### config.mk
export PLATFORM = sky130hd
export DESIGN_NAME = record_block_deframer
export DESIGN_NICKNAME = d
export VERILOG_FILES = /design/src/hw/rtl/rbd_pkg.sv /design/src/hw/rtl/rbd_field_scan.sv /design/src/hw/rtl/rbd_parser.sv /design/src/hw/rtl/rbd_out_queue.sv /design/src/hw/rtl/record_block_deframer.sv
export SDC_FILE = /design/constraint.sdc
export NUM_CORES = 1
export LEC_CHECK = 0
export BUFFER_PORTS_ARGS = -buffer_cell sky130_fd_sc_hd__buf_2
export CORE_ASPECT_RATIO = 1.1
export CORE_UTILIZATION = 68
export DETAILED_ROUTE_END_ITERATION = 7
export PLACE_DENSITY = 0.95
export SYNTH_ARGS = -nofsm -noshare
export SYNTH_HDL_FRONTEND = slang
export SYNTH_SLANG_ARGS = --single-unit
### constraint.sdc
create_clock -name clk -period 24.8 [get_ports clk]
set_input_delay 3.72 -clock clk [delete_from_list [all_inputs] [get_ports clk]]
set_output_delay 3.72 -clock clk [all_outputs]
set_load 0.01 [all_outputs]
### src/hw/rtl/rbd_pkg.sv
// ============================================================================
// rbd_pkg: shared types and constants of the record block deframer
// Holds the parse phases, the field scanner state, result item layout and
// the codes carried on the result stream.
// ============================================================================
package rbd_pkg;

    // Field character position counter; fields are at most eight characters.
    localparam int IDX_W = 4;

    // Width of decoded numeric fields and of the result payload parts.
    localparam int VAL_W   = 28;
    localparam int COUNT_W = 15;
    localparam int RECS_W  = 14;

    // Depth of the result queue; two free entries are needed per byte.
    localparam int QUEUE_DEPTH = 4;

    localparam logic [7:0] CHAR_F     = 8'h46;
    localparam logic [7:0] CHAR_PLUS  = 8'h2B;
    localparam logic [7:0] CHAR_MINUS = 8'h2D;
    localparam logic [7:0] CHAR_ZERO  = 8'h30;
    localparam logic [7:0] CHAR_NINE  = 8'h39;
    localparam logic [7:0] CHAR_SPACE = 8'h20;
    localparam logic [7:0] CHAR_TAB   = 8'h09;
    localparam logic [7:0] CHAR_CR    = 8'h0D;

    typedef enum logic [2:0] {
        PH_COUNT,
        PH_PRED,
        PH_SUCC,
        PH_LEN,
        PH_TEXT,
        PH_IDLE,
        PH_ERR
    } phase_t;

    typedef enum logic [2:0] {
        SCAN_SPACE,
        SCAN_SIGN,
        SCAN_DIGITS,
        SCAN_DONE,
        SCAN_FAIL
    } scan_t;

    typedef enum logic [1:0] {
        KIND_BYTE   = 2'd0,
        KIND_EMPTY  = 2'd1,
        KIND_STATUS = 2'd2
    } kind_t;

    typedef enum logic [1:0] {
        ST_OK      = 2'd0,
        ST_TRUNC   = 2'd1,
        ST_CORRUPT = 2'd2
    } status_t;

    typedef struct packed {
        scan_t             scan;
        logic              neg;
        logic              all_f;
        logic [VAL_W-1:0]  value;
    } field_t;

    localparam field_t FIELD_START = '{
        scan:  SCAN_SPACE,
        neg:   1'b0,
        all_f: 1'b1,
        value: '0
    };

    typedef struct packed {
        kind_t              kind;
        logic [7:0]         data_byte;
        logic               record_last;
        logic [COUNT_W-1:0] record_count;
        logic [VAL_W-1:0]   pred_link;
        logic [VAL_W-1:0]   succ_link;
        status_t            status;
    } result_t;

    // Up to two results per byte: a record item first, then the status item.
    typedef struct packed {
        logic    rec_valid;
        result_t rec;
        logic    stat_valid;
        result_t stat;
    } push_t;

endpackage

### src/hw/rtl/rbd_field_scan.sv
// ============================================================================
// rbd_field_scan: one character step of the ASCII number decoder
// Skips leading white space, takes an optional sign, then accumulates
// decimal digits until the first non-digit. Tracks an all-F field.
// ============================================================================
module rbd_field_scan
(
    input  logic [7:0]      ch,
    input  rbd_pkg::field_t cur,
    output rbd_pkg::field_t nxt
);

    logic is_digit;
    logic is_space;
    logic [rbd_pkg::VAL_W-1:0] times_ten;

    assign is_digit  = (ch >= rbd_pkg::CHAR_ZERO) && (ch <= rbd_pkg::CHAR_NINE);
    assign is_space  = (ch == rbd_pkg::CHAR_SPACE)
                    || ((ch >= rbd_pkg::CHAR_TAB) && (ch <= rbd_pkg::CHAR_CR));
    assign times_ten = (cur.value << 3) + (cur.value << 1);

    always_comb
    begin
        nxt = cur;
        if (ch != rbd_pkg::CHAR_F)
        begin
            nxt.all_f = 1'b0;
        end
        unique case (cur.scan)
            rbd_pkg::SCAN_SPACE:
            begin
                priority if (is_space)
                begin
                    nxt.scan = rbd_pkg::SCAN_SPACE;
                end
                else if (ch == rbd_pkg::CHAR_PLUS)
                begin
                    nxt.scan = rbd_pkg::SCAN_SIGN;
                end
                else if (ch == rbd_pkg::CHAR_MINUS)
                begin
                    nxt.neg  = 1'b1;
                    nxt.scan = rbd_pkg::SCAN_SIGN;
                end
                else if (is_digit)
                begin
                    nxt.value = rbd_pkg::VAL_W'(ch[3:0]);
                    nxt.scan  = rbd_pkg::SCAN_DIGITS;
                end
                else
                begin
                    nxt.scan = rbd_pkg::SCAN_FAIL;
                end
            end
            rbd_pkg::SCAN_SIGN:
            begin
                if (is_digit)
                begin
                    nxt.value = rbd_pkg::VAL_W'(ch[3:0]);
                    nxt.scan  = rbd_pkg::SCAN_DIGITS;
                end
                else
                begin
                    nxt.scan = rbd_pkg::SCAN_FAIL;
                end
            end
            rbd_pkg::SCAN_DIGITS:
            begin
                // Fields hold at most eight digits, so the sum cannot overflow.
                if (is_digit)
                begin
                    nxt.value = times_ten + rbd_pkg::VAL_W'(ch[3:0]);
                end
                else
                begin
                    nxt.scan = rbd_pkg::SCAN_DONE;
                end
            end
            default:
            begin
                nxt.scan = cur.scan;
            end
        endcase
    end

endmodule

### src/hw/rtl/rbd_parser.sv
// ============================================================================
// rbd_parser: block parse state and per-byte result generation
// Walks the header fields, the length prefixes and the record text of one
// block, and produces at most a record item and a status item per byte.
// ============================================================================
module rbd_parser
#(
    parameter int COUNT_CHARS     = 4,
    parameter int LINK_CHARS      = 8,
    parameter int LENGTH_CHARS    = 4,
    parameter int MAX_BLOCK_BYTES = 4096
)
(
    input  logic                 clk,
    input  logic                 rst_n,
    input  logic                 fire,
    input  logic [7:0]           raw_byte,
    input  logic [12:0]          block_size,
    output rbd_pkg::push_t       push
);

    localparam int POS_W  = $clog2(MAX_BLOCK_BYTES + 1);
    localparam int HDR    = COUNT_CHARS + 2 * LINK_CHARS;
    localparam int SAT_W  = 14;
    localparam int CHK_W  = rbd_pkg::VAL_W + 1;
    localparam logic [rbd_pkg::RECS_W-1:0] RECS_MAX = '1;

    logic [POS_W-1:0]            pos_reg, pos_next;
    rbd_pkg::phase_t             phase_reg, phase_next;
    logic [rbd_pkg::IDX_W-1:0]   idx_reg, idx_next;
    rbd_pkg::field_t             fld_reg, fld_next, fld_step;
    logic [rbd_pkg::COUNT_W-1:0] count_reg, count_next;
    logic [rbd_pkg::VAL_W-1:0]   pred_reg, pred_next;
    logic [rbd_pkg::VAL_W-1:0]   succ_reg, succ_next;
    logic [rbd_pkg::RECS_W-1:0]  recs_reg, recs_next;
    logic [POS_W-1:0]            text_reg, text_next;
    rbd_pkg::status_t            err_reg, err_next;

    logic [SAT_W-1:0]            size_sat;
    logic [POS_W-1:0]            size;
    logic [POS_W:0]              next_pos;
    logic                        block_end;
    logic                        len_fits;
    logic [rbd_pkg::IDX_W-1:0]   idx_inc;
    logic [rbd_pkg::IDX_W-1:0]   width_sel;
    logic                        fld_ok;
    logic [rbd_pkg::VAL_W-1:0]   fld_val;
    logic                        len_over;
    logic [rbd_pkg::RECS_W-1:0]  recs_sat;
    logic [rbd_pkg::RECS_W-1:0]  recs_dec;
    logic [POS_W-1:0]            text_dec;
    rbd_pkg::phase_t             nr_phase;

    // Phase after a record: idle when none are left, error when no room for
    // the next length prefix, otherwise read the next length prefix.
    function automatic rbd_pkg::phase_t after_record(
        input logic [rbd_pkg::RECS_W-1:0] left,
        input logic                       fits
    );
        rbd_pkg::phase_t ph;
        if (left == '0)
        begin
            ph = rbd_pkg::PH_IDLE;
        end
        else if (!fits)
        begin
            ph = rbd_pkg::PH_ERR;
        end
        else
        begin
            ph = rbd_pkg::PH_LEN;
        end
        return ph;
    endfunction

    rbd_field_scan u_scan
    (
        .ch  (raw_byte),
        .cur (fld_reg),
        .nxt (fld_step)
    );

    always_comb
    begin
        size_sat = {1'b0, block_size};
        if (size_sat > SAT_W'(MAX_BLOCK_BYTES))
        begin
            size_sat = SAT_W'(MAX_BLOCK_BYTES);
        end
        if (size_sat < SAT_W'(HDR))
        begin
            size_sat = SAT_W'(HDR);
        end
    end

    assign size      = POS_W'(size_sat);
    assign next_pos  = (POS_W + 1)'(pos_reg) + (POS_W + 1)'(1);
    assign block_end = next_pos >= (POS_W + 1)'(size);
    assign len_fits  = ((POS_W + 2)'(next_pos) + (POS_W + 2)'(LENGTH_CHARS))
                       <= (POS_W + 2)'(size);
    assign idx_inc   = idx_reg + rbd_pkg::IDX_W'(1);

    always_comb
    begin
        unique case (phase_reg)
            rbd_pkg::PH_COUNT: width_sel = rbd_pkg::IDX_W'(COUNT_CHARS);
            rbd_pkg::PH_LEN:   width_sel = rbd_pkg::IDX_W'(LENGTH_CHARS);
            default:           width_sel = rbd_pkg::IDX_W'(LINK_CHARS);
        endcase
    end

    // Decoded value of the field including this character, -1 when null.
    assign fld_ok  = !fld_step.all_f
                  && ((fld_step.scan == rbd_pkg::SCAN_DIGITS)
                   || (fld_step.scan == rbd_pkg::SCAN_DONE));
    assign fld_val = !fld_ok      ? '1
                   : fld_step.neg ? ('0 - fld_step.value)
                   :                fld_step.value;

    assign len_over = (CHK_W'(next_pos) + CHK_W'(fld_val[rbd_pkg::VAL_W-2:0]))
                      > CHK_W'(size);

    // Records to read: positive counts only, clipped far above what fits.
    assign recs_sat = (fld_val[rbd_pkg::VAL_W-1] || (fld_val == '0)) ? '0
                    : (|fld_val[rbd_pkg::VAL_W-2:rbd_pkg::RECS_W]) ? RECS_MAX
                    : fld_val[rbd_pkg::RECS_W-1:0];
    assign recs_dec = (recs_reg != '0) ? recs_reg - rbd_pkg::RECS_W'(1) : '0;
    assign text_dec = text_reg - POS_W'(1);

    always_comb
    begin
        pos_next   = pos_reg;
        phase_next = phase_reg;
        idx_next   = idx_reg;
        fld_next   = fld_reg;
        count_next = count_reg;
        pred_next  = pred_reg;
        succ_next  = succ_reg;
        recs_next  = recs_reg;
        text_next  = text_reg;
        err_next   = err_reg;
        nr_phase   = rbd_pkg::PH_IDLE;
        push       = '0;

        if (fire)
        begin
            unique case (phase_reg)
                rbd_pkg::PH_COUNT, rbd_pkg::PH_PRED, rbd_pkg::PH_SUCC, rbd_pkg::PH_LEN:
                begin
                    fld_next = fld_step;
                    idx_next = idx_inc;
                    if (idx_inc == width_sel)
                    begin
                        fld_next = rbd_pkg::FIELD_START;
                        idx_next = '0;
                        unique case (phase_reg)
                            rbd_pkg::PH_COUNT:
                            begin
                                count_next = fld_val[rbd_pkg::COUNT_W-1:0];
                                recs_next  = recs_sat;
                                phase_next = rbd_pkg::PH_PRED;
                            end
                            rbd_pkg::PH_PRED:
                            begin
                                pred_next  = fld_val;
                                phase_next = rbd_pkg::PH_SUCC;
                            end
                            rbd_pkg::PH_SUCC:
                            begin
                                succ_next  = fld_val;
                                nr_phase   = after_record(recs_reg, len_fits);
                                phase_next = nr_phase;
                            end
                            default:
                            begin
                                if (fld_val[rbd_pkg::VAL_W-1] || len_over)
                                begin
                                    err_next   = rbd_pkg::ST_CORRUPT;
                                    phase_next = rbd_pkg::PH_ERR;
                                end
                                else if (fld_val == '0)
                                begin
                                    push.rec_valid = 1'b1;
                                    push.rec.kind  = rbd_pkg::KIND_EMPTY;
                                    recs_next      = recs_dec;
                                    nr_phase       = after_record(recs_dec, len_fits);
                                    phase_next     = nr_phase;
                                end
                                else
                                begin
                                    text_next  = POS_W'(fld_val);
                                    phase_next = rbd_pkg::PH_TEXT;
                                end
                            end
                        endcase
                    end
                end
                rbd_pkg::PH_TEXT:
                begin
                    text_next             = text_dec;
                    push.rec_valid        = 1'b1;
                    push.rec.kind         = rbd_pkg::KIND_BYTE;
                    push.rec.data_byte    = raw_byte;
                    push.rec.record_last  = (text_dec == '0);
                    if (text_dec == '0)
                    begin
                        recs_next  = recs_dec;
                        nr_phase   = after_record(recs_dec, len_fits);
                        phase_next = nr_phase;
                    end
                end
                default:
                begin
                    phase_next = phase_reg;
                end
            endcase

            if (nr_phase == rbd_pkg::PH_ERR)
            begin
                err_next = rbd_pkg::ST_TRUNC;
            end

            if (block_end)
            begin
                push.stat_valid        = 1'b1;
                push.stat.kind         = rbd_pkg::KIND_STATUS;
                push.stat.record_count = count_next;
                push.stat.pred_link    = pred_next;
                push.stat.succ_link    = succ_next;
                push.stat.status       = err_next;
                pos_next   = '0;
                phase_next = rbd_pkg::PH_COUNT;
                idx_next   = '0;
                fld_next   = rbd_pkg::FIELD_START;
                recs_next  = '0;
                text_next  = '0;
                err_next   = rbd_pkg::ST_OK;
            end
            else
            begin
                pos_next = POS_W'(next_pos);
            end
        end
    end

    always_ff @(posedge clk or negedge rst_n)
    begin
        if (!rst_n)
        begin
            pos_reg   <= '0;
            phase_reg <= rbd_pkg::PH_COUNT;
            idx_reg   <= '0;
            fld_reg   <= rbd_pkg::FIELD_START;
            count_reg <= '0;
            pred_reg  <= '1;
            succ_reg  <= '1;
            recs_reg  <= '0;
            text_reg  <= '0;
            err_reg   <= rbd_pkg::ST_OK;
        end
        else
        begin
            pos_reg   <= pos_next;
            phase_reg <= phase_next;
            idx_reg   <= idx_next;
            fld_reg   <= fld_next;
            count_reg <= count_next;
            pred_reg  <= pred_next;
            succ_reg  <= succ_next;
            recs_reg  <= recs_next;
            text_reg  <= text_next;
            err_reg   <= err_next;
        end
    end

endmodule

### src/hw/rtl/rbd_out_queue.sv
// ============================================================================
// rbd_out_queue: small result queue between the parser and the output port
// Takes up to two results per cycle and hands one per transaction to the
// downstream side. Signals when two entries are free.
// ============================================================================
module rbd_out_queue
(
    input  logic             clk,
    input  logic             rst_n,
    input  rbd_pkg::push_t   push,
    output logic             room2,
    output logic             out_valid,
    input  logic             out_ready,
    output rbd_pkg::result_t out_item
);

    localparam int DEPTH = rbd_pkg::QUEUE_DEPTH;
    localparam int PTR_W = $clog2(DEPTH);
    localparam int CNT_W = $clog2(DEPTH + 1);

    rbd_pkg::result_t mem [DEPTH];

    logic [PTR_W-1:0] wr_ptr_reg, wr_ptr_next;
    logic [PTR_W-1:0] rd_ptr_reg, rd_ptr_next;
    logic [CNT_W-1:0] count_reg, count_next;
    logic             pop;
    logic             push0;
    logic             push1;
    rbd_pkg::result_t item0;
    logic [PTR_W-1:0] wr_ptr_plus1;
    logic [CNT_W-1:0] push_n;

    assign push0        = push.rec_valid || push.stat_valid;
    assign push1        = push.rec_valid && push.stat_valid;
    assign item0        = push.rec_valid ? push.rec : push.stat;
    assign wr_ptr_plus1 = wr_ptr_reg + PTR_W'(1);
    assign push_n       = CNT_W'(push0) + CNT_W'(push1);

    assign out_valid = (count_reg != '0);
    assign pop       = out_valid && out_ready;
    assign room2     = (CNT_W'(DEPTH) - count_reg) >= CNT_W'(2);
    assign out_item  = mem[rd_ptr_reg];

    assign wr_ptr_next = wr_ptr_reg + PTR_W'(push_n);
    assign rd_ptr_next = rd_ptr_reg + PTR_W'(pop);
    assign count_next  = count_reg + push_n - CNT_W'(pop);

    always_ff @(posedge clk)
    begin
        if (push0)
        begin
            mem[wr_ptr_reg] <= item0;
        end
        if (push1)
        begin
            mem[wr_ptr_plus1] <= push.stat;
        end
    end

    always_ff @(posedge clk or negedge rst_n)
    begin
        if (!rst_n)
        begin
            wr_ptr_reg <= '0;
            rd_ptr_reg <= '0;
            count_reg  <= '0;
        end
        else
        begin
            wr_ptr_reg <= wr_ptr_next;
            rd_ptr_reg <= rd_ptr_next;
            count_reg  <= count_next;
        end
    end

    as_no_overflow: assert property (@(posedge clk) disable iff (!rst_n)
        count_reg <= CNT_W'(DEPTH))
        else $error("result queue holds more entries than its depth");

    as_push_needs_room: assert property (@(posedge clk) disable iff (!rst_n)
        push0 |-> (count_reg - CNT_W'(pop)) <= CNT_W'(DEPTH) - push_n)
        else $error("result pushed into a queue without room");

    as_pair_order: assert property (@(posedge clk) disable iff (!rst_n)
        push1 |-> push.stat.kind == rbd_pkg::KIND_STATUS
               && push.rec.kind != rbd_pkg::KIND_STATUS)
        else $error("second result of a byte is not the status item");

endmodule

### src/hw/rtl/record_block_deframer.sv
// ============================================================================
// record_block_deframer: byte stream parser for fixed-size record blocks
// Decodes the ASCII header of each block and streams out the record text,
// empty-record markers and one status item per block.
// ============================================================================
// Usage:
// The slave stream (s_tvalid, s_tready, s_tdata) carries the bytes of each
// block in order, one byte per transaction. Blocks follow each other with no
// gap; the block length comes from the cfg channel (cfg_valid, cfg_ready,
// cfg_data), which is always ready and should be written only while idle.
// The master stream carries results: tuser gives the kind (record byte,
// empty record, end-of-block status), tlast flags the final byte of a record,
// and tdata carries the byte or the decoded header values and status.
// A byte is parsed once it sits in the input register and the result queue
// has two free entries; its results are written into that queue, which
// presents them in order on the master side. One byte is taken every cycle
// for as long as the result queue has two free entries; a block's last byte
// may produce two results, so a status item costs one extra output
// transaction per block.
// Reset clears the parse state to the start of a block, sets the block size
// to 512 and the link values to -1. When the receiver stalls, results wait in
// a four-entry queue; once fewer than two entries are free, the byte in the
// input register waits and s_tready stays low until it can be parsed.
// ============================================================================
module record_block_deframer
#(
    parameter int COUNT_CHARS     = 4,
    parameter int LINK_CHARS      = 8,
    parameter int LENGTH_CHARS    = 4,
    parameter int MAX_BLOCK_BYTES = 4096
)
(
    input  logic        clk,
    input  logic        rst_n,

    input  logic        s_tvalid,
    output logic        s_tready,
    input  logic [7:0]  s_tdata,   // [7:0] raw_byte

    input  logic        cfg_valid,
    output logic        cfg_ready,
    input  logic [12:0] cfg_data,  // [12:0] block_size

    output logic        m_tvalid,
    input  logic        m_tready,
    output logic [87:0] m_tdata,   // [7:0] data_byte, [22:8] record_count,
                                   // [50:23] pred_link, [78:51] succ_link,
                                   // [80:79] status, [87:81] zero
    output logic [1:0]  m_tuser,   // [1:0] kind
    output logic        m_tlast    // record_last
);

    localparam logic [12:0] BLOCK_SIZE_RESET = 13'd512;

    logic [12:0]      block_size_reg;
    logic             in_valid_reg;
    logic [7:0]       in_byte_reg;
    logic             room2;
    logic             process;
    rbd_pkg::push_t   push;
    rbd_pkg::result_t out_item;

    // The configuration register takes every write on the cycle it arrives.
    assign cfg_ready = 1'b1;

    always_ff @(posedge clk or negedge rst_n)
    begin
        if (!rst_n)
        begin
            block_size_reg <= BLOCK_SIZE_RESET;
        end
        else if (cfg_valid && cfg_ready)
        begin
            block_size_reg <= cfg_data;
        end
    end

    // The input register holds one byte. It is parsed in the cycle after it
    // is taken, provided the queue can absorb both results it might cause;
    // a new byte enters the same cycle the held one is parsed.
    assign process  = in_valid_reg && room2;
    assign s_tready = !in_valid_reg || process;

    always_ff @(posedge clk or negedge rst_n)
    begin
        if (!rst_n)
        begin
            in_valid_reg <= 1'b0;
        end
        else if (s_tvalid && s_tready)
        begin
            in_valid_reg <= 1'b1;
        end
        else if (process)
        begin
            in_valid_reg <= 1'b0;
        end
    end

    always_ff @(posedge clk)
    begin
        if (s_tvalid && s_tready)
        begin
            in_byte_reg <= s_tdata;
        end
    end

    rbd_parser
    #(
        .COUNT_CHARS     (COUNT_CHARS),
        .LINK_CHARS      (LINK_CHARS),
        .LENGTH_CHARS    (LENGTH_CHARS),
        .MAX_BLOCK_BYTES (MAX_BLOCK_BYTES)
    )
    u_parser
    (
        .clk        (clk),
        .rst_n      (rst_n),
        .fire       (process),
        .raw_byte   (in_byte_reg),
        .block_size (block_size_reg),
        .push       (push)
    );

    rbd_out_queue u_queue
    (
        .clk       (clk),
        .rst_n     (rst_n),
        .push      (push),
        .room2     (room2),
        .out_valid (m_tvalid),
        .out_ready (m_tready),
        .out_item  (out_item)
    );

    // Pack the result fields, lowest field first, padded to whole bytes.
    assign m_tdata = {7'd0,
                      out_item.status,
                      out_item.succ_link,
                      out_item.pred_link,
                      out_item.record_count,
                      out_item.data_byte};
    assign m_tuser = out_item.kind;
    assign m_tlast = out_item.record_last;

    // A byte waiting in the input register is never dropped or changed.
    as_hold_input: assert property (@(posedge clk) disable iff (!rst_n)
        in_valid_reg && !process |=> in_valid_reg && $stable(in_byte_reg))
        else $error("held input byte was lost or overwritten");

    // Only status items carry header values and status; others are zero there.
    as_status_fields: assert property (@(posedge clk) disable iff (!rst_n)
        m_tvalid && (m_tuser != rbd_pkg::KIND_STATUS) |-> m_tdata[80:8] == '0)
        else $error("non-status result carries header fields");

    // Only record bytes may carry a last-of-record mark or a data byte.
    as_last_kind: assert property (@(posedge clk) disable iff (!rst_n)
        m_tvalid && (m_tuser != rbd_pkg::KIND_BYTE) |-> !m_tlast && m_tdata[7:0] == '0)
        else $error("marker or status item carries record byte fields");

endmodule

* Yosys cells after proc, flatten, opt, wreduce, memory -nomap -nowiden
Memories as Yosys holds them, arrays and structs flattened.
Index checks and enable logic that the tools add are counted.
** Storage, ports and cells
- Flip-flop bits (word level) :: 182
- Word-level logic and storage cells :: 199
- Memories kept :: 1
- RAM bits :: 336
- Bits of input ports :: 26
** Memory list
- u_queue.mem :: words 4, bits a word 84, read ports 1, clocked after Yosys merged registers in 0, wr ports 2, line rbd_out_queue.sv:21 : rbd_pkg::result_t mem [DEPTH];
** Cells by class
- Add/subtract/negate cells :: 16
- Muxes and demuxes :: 95
- Reductions and logical operators :: 36
- Magnitude comparators :: 10
- Equal/unequal tests :: 22
** Operators with widths (count)
- 28-bit 2-to-1 mux :: 13
- 73-bit 2-to-1 mux :: 2
- 14-bit 2-to-1 mux :: 8
- 13-bit 2-to-1 mux :: 8
- 33-bit 2-to-1 mux :: 3
- 84-bit 2-to-1 mux :: 1
- 28-bit one-hot mux with 3 select lines :: 1
- 3-bit 2-to-1 mux :: 24
- 14-bit one-hot mux with 2 select lines :: 2
- 15-bit 2-to-1 mux :: 3
- 29-bit by 13-bit greater-than comparator with 1-bit output :: 1
- 14-bit by 27-bit adder with 28-bit output :: 1
- 28-bit adder :: 1
- 28-bit by 4-bit adder with 28-bit output :: 1
- 14-bit logical NOT :: 2
- 28-bit logical NOT :: 1
- 1-bit by 28-bit subtractor with 28-bit output (first input constant) :: 1
- 13-bit one-hot mux with 2 select lines :: 1
- 8-bit by 6-bit equality test with 1-bit output (second input constant) :: 3
- 3-bit one-hot mux with 2 select lines :: 4
- 3-bit one-hot mux with 3 select lines :: 2
- 4-bit 2-to-1 mux :: 4
- 14-bit by 3-bit adder with 15-bit output (second input constant) :: 1
- 3-bit by 2-bit equality test with 1-bit output (second input constant) :: 5
- other kinds (48) :: 86

* Depth between registers and ports, before layout
- Word-level depth :: 24
- Mapped depth :: 39
- Depth with buffers taken out :: 34

* Cells and area by module
From an unflattened synthesis, not the netlist that was laid out.
** Second synthesis, totals
- Cells, all modules :: 3137
- Area total of the unflattened synthesis :: 33565.9 um^2
** By module, submodules not included
- rbd_out_queue :: area an instance 18004.8 um^2, sequential area each 10264.8 um^2, cells each 1276, times used 1
- rbd_parser :: area an instance 12472.0 um^2, sequential area each 3900.0 um^2, cells each 1526, times used 1
- rbd_field_scan :: area an instance 2209.6 um^2, sequential area each 0.0 um^2, cells each 285, times used 1
- record_block_deframer :: area an instance 879.6 um^2, sequential area each 591.8 um^2, cells each 50, times used 1

* Worst setup path before layout
No wires, ideal clock.
- Path kind :: reg2reg
- Start :: register in_byte_reg[4]
- End :: memory u_queue.mem[3][0] in the netlist's numbering, enable pin
- Data arrival time :: 8.773 ns
- Path slack :: 15.600 ns
- Library setup time :: 0.428 ns
- Path buffers :: 5
- Required time :: 24.372 ns
- Clock period less this slack :: 9.200 ns
- Stages on the path, launching flop included :: 33
- Cells stage by stage :: edfxtp_1 and4bb_1 nand3_1 buf_4 clkbuf_1 buf_1 mux2i_1 ha_1 o221a_2 nand3_1 o41ai_1 xnor2_1 nor2_1 inv_1 ha_1 nand4_1 o311a_1 nor3_1 a21oi_1 a211oi_1 or4b_1 nor4_1 o21ai_1 or4_4 and2_4 buf_6 inv_1 ha_1 inv_1 o21ai_0 nand2_1 clkbuf_1 inv_1
** RTL lines
- start: declaration :: line record_block_deframer.sv:57 : logic [7:0] in_byte_reg;
- start signal: assignment :: line record_block_deframer.sv:104 : in_byte_reg <= s_tdata;
- end: declaration :: line rbd_out_queue.sv:21

==> impl_metrics.tcl <==
set metrics [dict create \
    status "complete, no violations" \
    final_layout_size_suffix_gt1_share_pct 16.46 \
    critPathKind "reg2reg" \
    r2r_cells 27 \
    clock_path_buffers 3 \
    synth_cell_types 112 \
    postSynthAreaPerCell_um2 10.75 \
    vias 23840 \
    fillers 2536 \
    ys_seq_area_share_pct 49.43 \
    tightest_slew_ps 1345 \
    rows 79 \
    tritoncts "yes" \
    drtIter0Drc 3375 \
    clock_skew_ps 32.18 \
    fp.dieArea_mm2 0.04354 \
    postCtsResizedCells 0 \
    hold_viol 0 \
    port_buffers 111 \
    min_period_ps 10360 \
    period_share_pct 41.76 \
    layout_commonest_cell "nor2_1" \
    setup_violations 0 \
    critPathLaunch "in_byte_reg[3]" \
    p_leak_uw 0.01175 \
    cp-start-kind "register" \
    synth_edf_count 304 \
    grtUsageTotal_pct 39.64 \
    post_cts_buffers 0 \
    clk_pin_slew_ps 60 \
    hold-worst-slack_ps 456.8 \
    start_util_pct 68.81 \
    powerDensity_mw_per_mm2 104.6 \
    end_kind "register" \
    hpwlAfterDp_um 52730 \
    syn_to_final_growth_pct 8.431 \
    grt_max_degree 103 \
    core_area_mm2 0.04221 \
    post_drt_via_cell_ratio 7.140 \
    hold_class "reg2reg" \
    ys_ff_latch 518 \
    fp.dieW_um 199.0 \
    final_net_count 2880 \
    ir_worst_vdd_mv 0.07798 \
    drv_slew 0 \
    clock_latency_ps 620 \
    ys_async_sr_fraction_pct 33.59 \
    first_pass_iters 8 \
    dieHeight_um 218.7 \
    cts.sinks 518 \
    rsz0062_at_grt "false" \
    grt_overflow 0 \
    mostFrequentLayoutCells "431 x nor2_1, 304 x edfxtp_1, 249 x nand2_1, 125 x o21ai_0, 121 x a21oi_1" \
    cts_root_buffer "clkbuf_16" \
    fin_cells 3339 \
    cts_hold_buf 0 \
    rr_endpoint "u_queue.mem[1][52]" \
    slew-limit-headroom_pct 10.17 \
    reg2reg_slack_ps 14440 \
    yosysWarnings 0 \
    critPathCapture "u_queue.mem[1][52]" \
    ys.flop_type "edfxtp_1" \
    dp.cells 3245 \
    cp_data_required_time_ps 25010 \
    io_pins 120 \
    syn_inst 2702 \
    cts_buffers 50 \
    grt_antenna_before_repair 2 \
    grt_pass1_wl_um 131500 \
    drv_cap 0 \
    route.detailed.drc 0 \
    syn_area_mm2 0.02904 \
    cp_max_fo 74 \
    h-tree-depth 2 \
    multi_input_area_mm2 0.01362 \
    ant_nets 0 \
    drt_wl_total_um 85080 \
    setup-tns-final_ps 0 \
    critPathArrivalTime_ps 10570 \
    largest_reg_flops 336 \
    fmax_ghz 0.09657 \
    place.gp.congestion 0.9936 \
    seqCellArea_mm2 0.01436 \
    r2r_start "in_byte_reg[3]" \
    post_drt_wl_per_cell_um 25.48 \
    grt_pass1_vias 23380 \
]
cells in the mapped netlist, drive strengths merged, types with 55 or more instances:
library cell,count,share of area (%)
nor2,432,5.6
edfxtp,304,31
nand2,249,3.2
o21ai,133,2.3
a21oi,123,2.2
ha,120,5.2
dfrtp,116,10
clkbuf,95,1.2
o211ai,86,2.2
mux4,84,6.5
buf,79,1.9
nor3,60,1.1
inv,59,0.76
dfstp,58,5.2
xnor2,55,1.7
worst min-delay path by stage:
stage                             from                 end  slack (ps)  cells after the start
floorplan           u_queue.mem[2][73]  u_queue.mem[2][73]         420                      2
global placement    u_queue.mem[2][73]  u_queue.mem[2][73]         440                      2
detailed placement  u_queue.mem[2][73]  u_queue.mem[2][73]         440                      2
CTS                 u_queue.mem[2][73]  u_queue.mem[2][73]         460                      2
global route        u_queue.mem[3][75]  u_queue.mem[3][75]         490                      1
finish              u_queue.mem[2][73]  u_queue.mem[2][73]         460                      2
final cells by class:
type	instances	share of cell area, %
Sequential cell	518	45.61
Multi-Input combinational cell	1954	43.26
Clock buffer	78	4.891
Timing Repair Buffer	144	2.571
Tap cell	567	2.253
Inverter	62	0.7390
Clock inverter	15	0.6635
Antenna cell	1	0.007947
stage by stage:
stage | util [%] | setup WS [ps] | instance area [um2] | total power, uW
3_3_place_gp | 70.46 | 15270 | 29740 | 2381
3_5_place_dp | 70.46 | 14870 | 29740 | 2437
5_1_grt | 74.60 | 13920 | 31490 | 3445
4_1_cts | 74.60 | 14750 | 31490 | 3256
2_1_floorplan | - | 15600 | 29060 | 2064
6_report | 74.61 | 14440 | 31490 | 3293
logic make-up (layout without fill, tap and decap cells):
kind of cell	count (synthesis)	count (layout)	synth area share, %
muxes	121	121	7.923
other	2	9	0.02586
buffers and inverters	236	299	3.942
and+or+nand+nor	1005	1005	16.10
DFF	518	518	49.43
AOI/OAI and AO/OA	613	613	14.63
adders and majority gates	124	124	5.446
xor gates and xnor gates	83	83	2.503
critical path: stages (launching register included):
cell	delay (ps)
edfxtp_1	590
fa_1	610
ha_1	360
a211oi_4	370
o21bai_1	150
a311oi_1	480
a21oi_1	160
xnor2_1	170
nor2_1	830
inv_1	300
ha_1	430
a21oi_1	120
o311a_1	360
nor3_1	320
a21oi_1	220
a211oi_1	420
or4b_1	490
nor4_1	280
o21ai_1	170
or4_4	570
and2_4	240
inv_1	70
ha_1	250
inv_1	150
o21ai_0	380
nand2_1	400
inv_2	130
buf_4	910
routing by layer:
layer	up-vias	GRT usage (%)	part of all wire, %
met5	-	0	0.014
met2	1935	63.17	47
met3	452	8.904	12
met1	11340	49.77	35
li1	10110	-	-
met4	2	23.00	6.7
power breakdown:
group	internal, uW	switching (uW)	leakage (uW)
sequential	1050	133	0.00536
clock	471	344	0.000856
combinational	514	779	0.00553
Power figures use the tool's default switching activity.
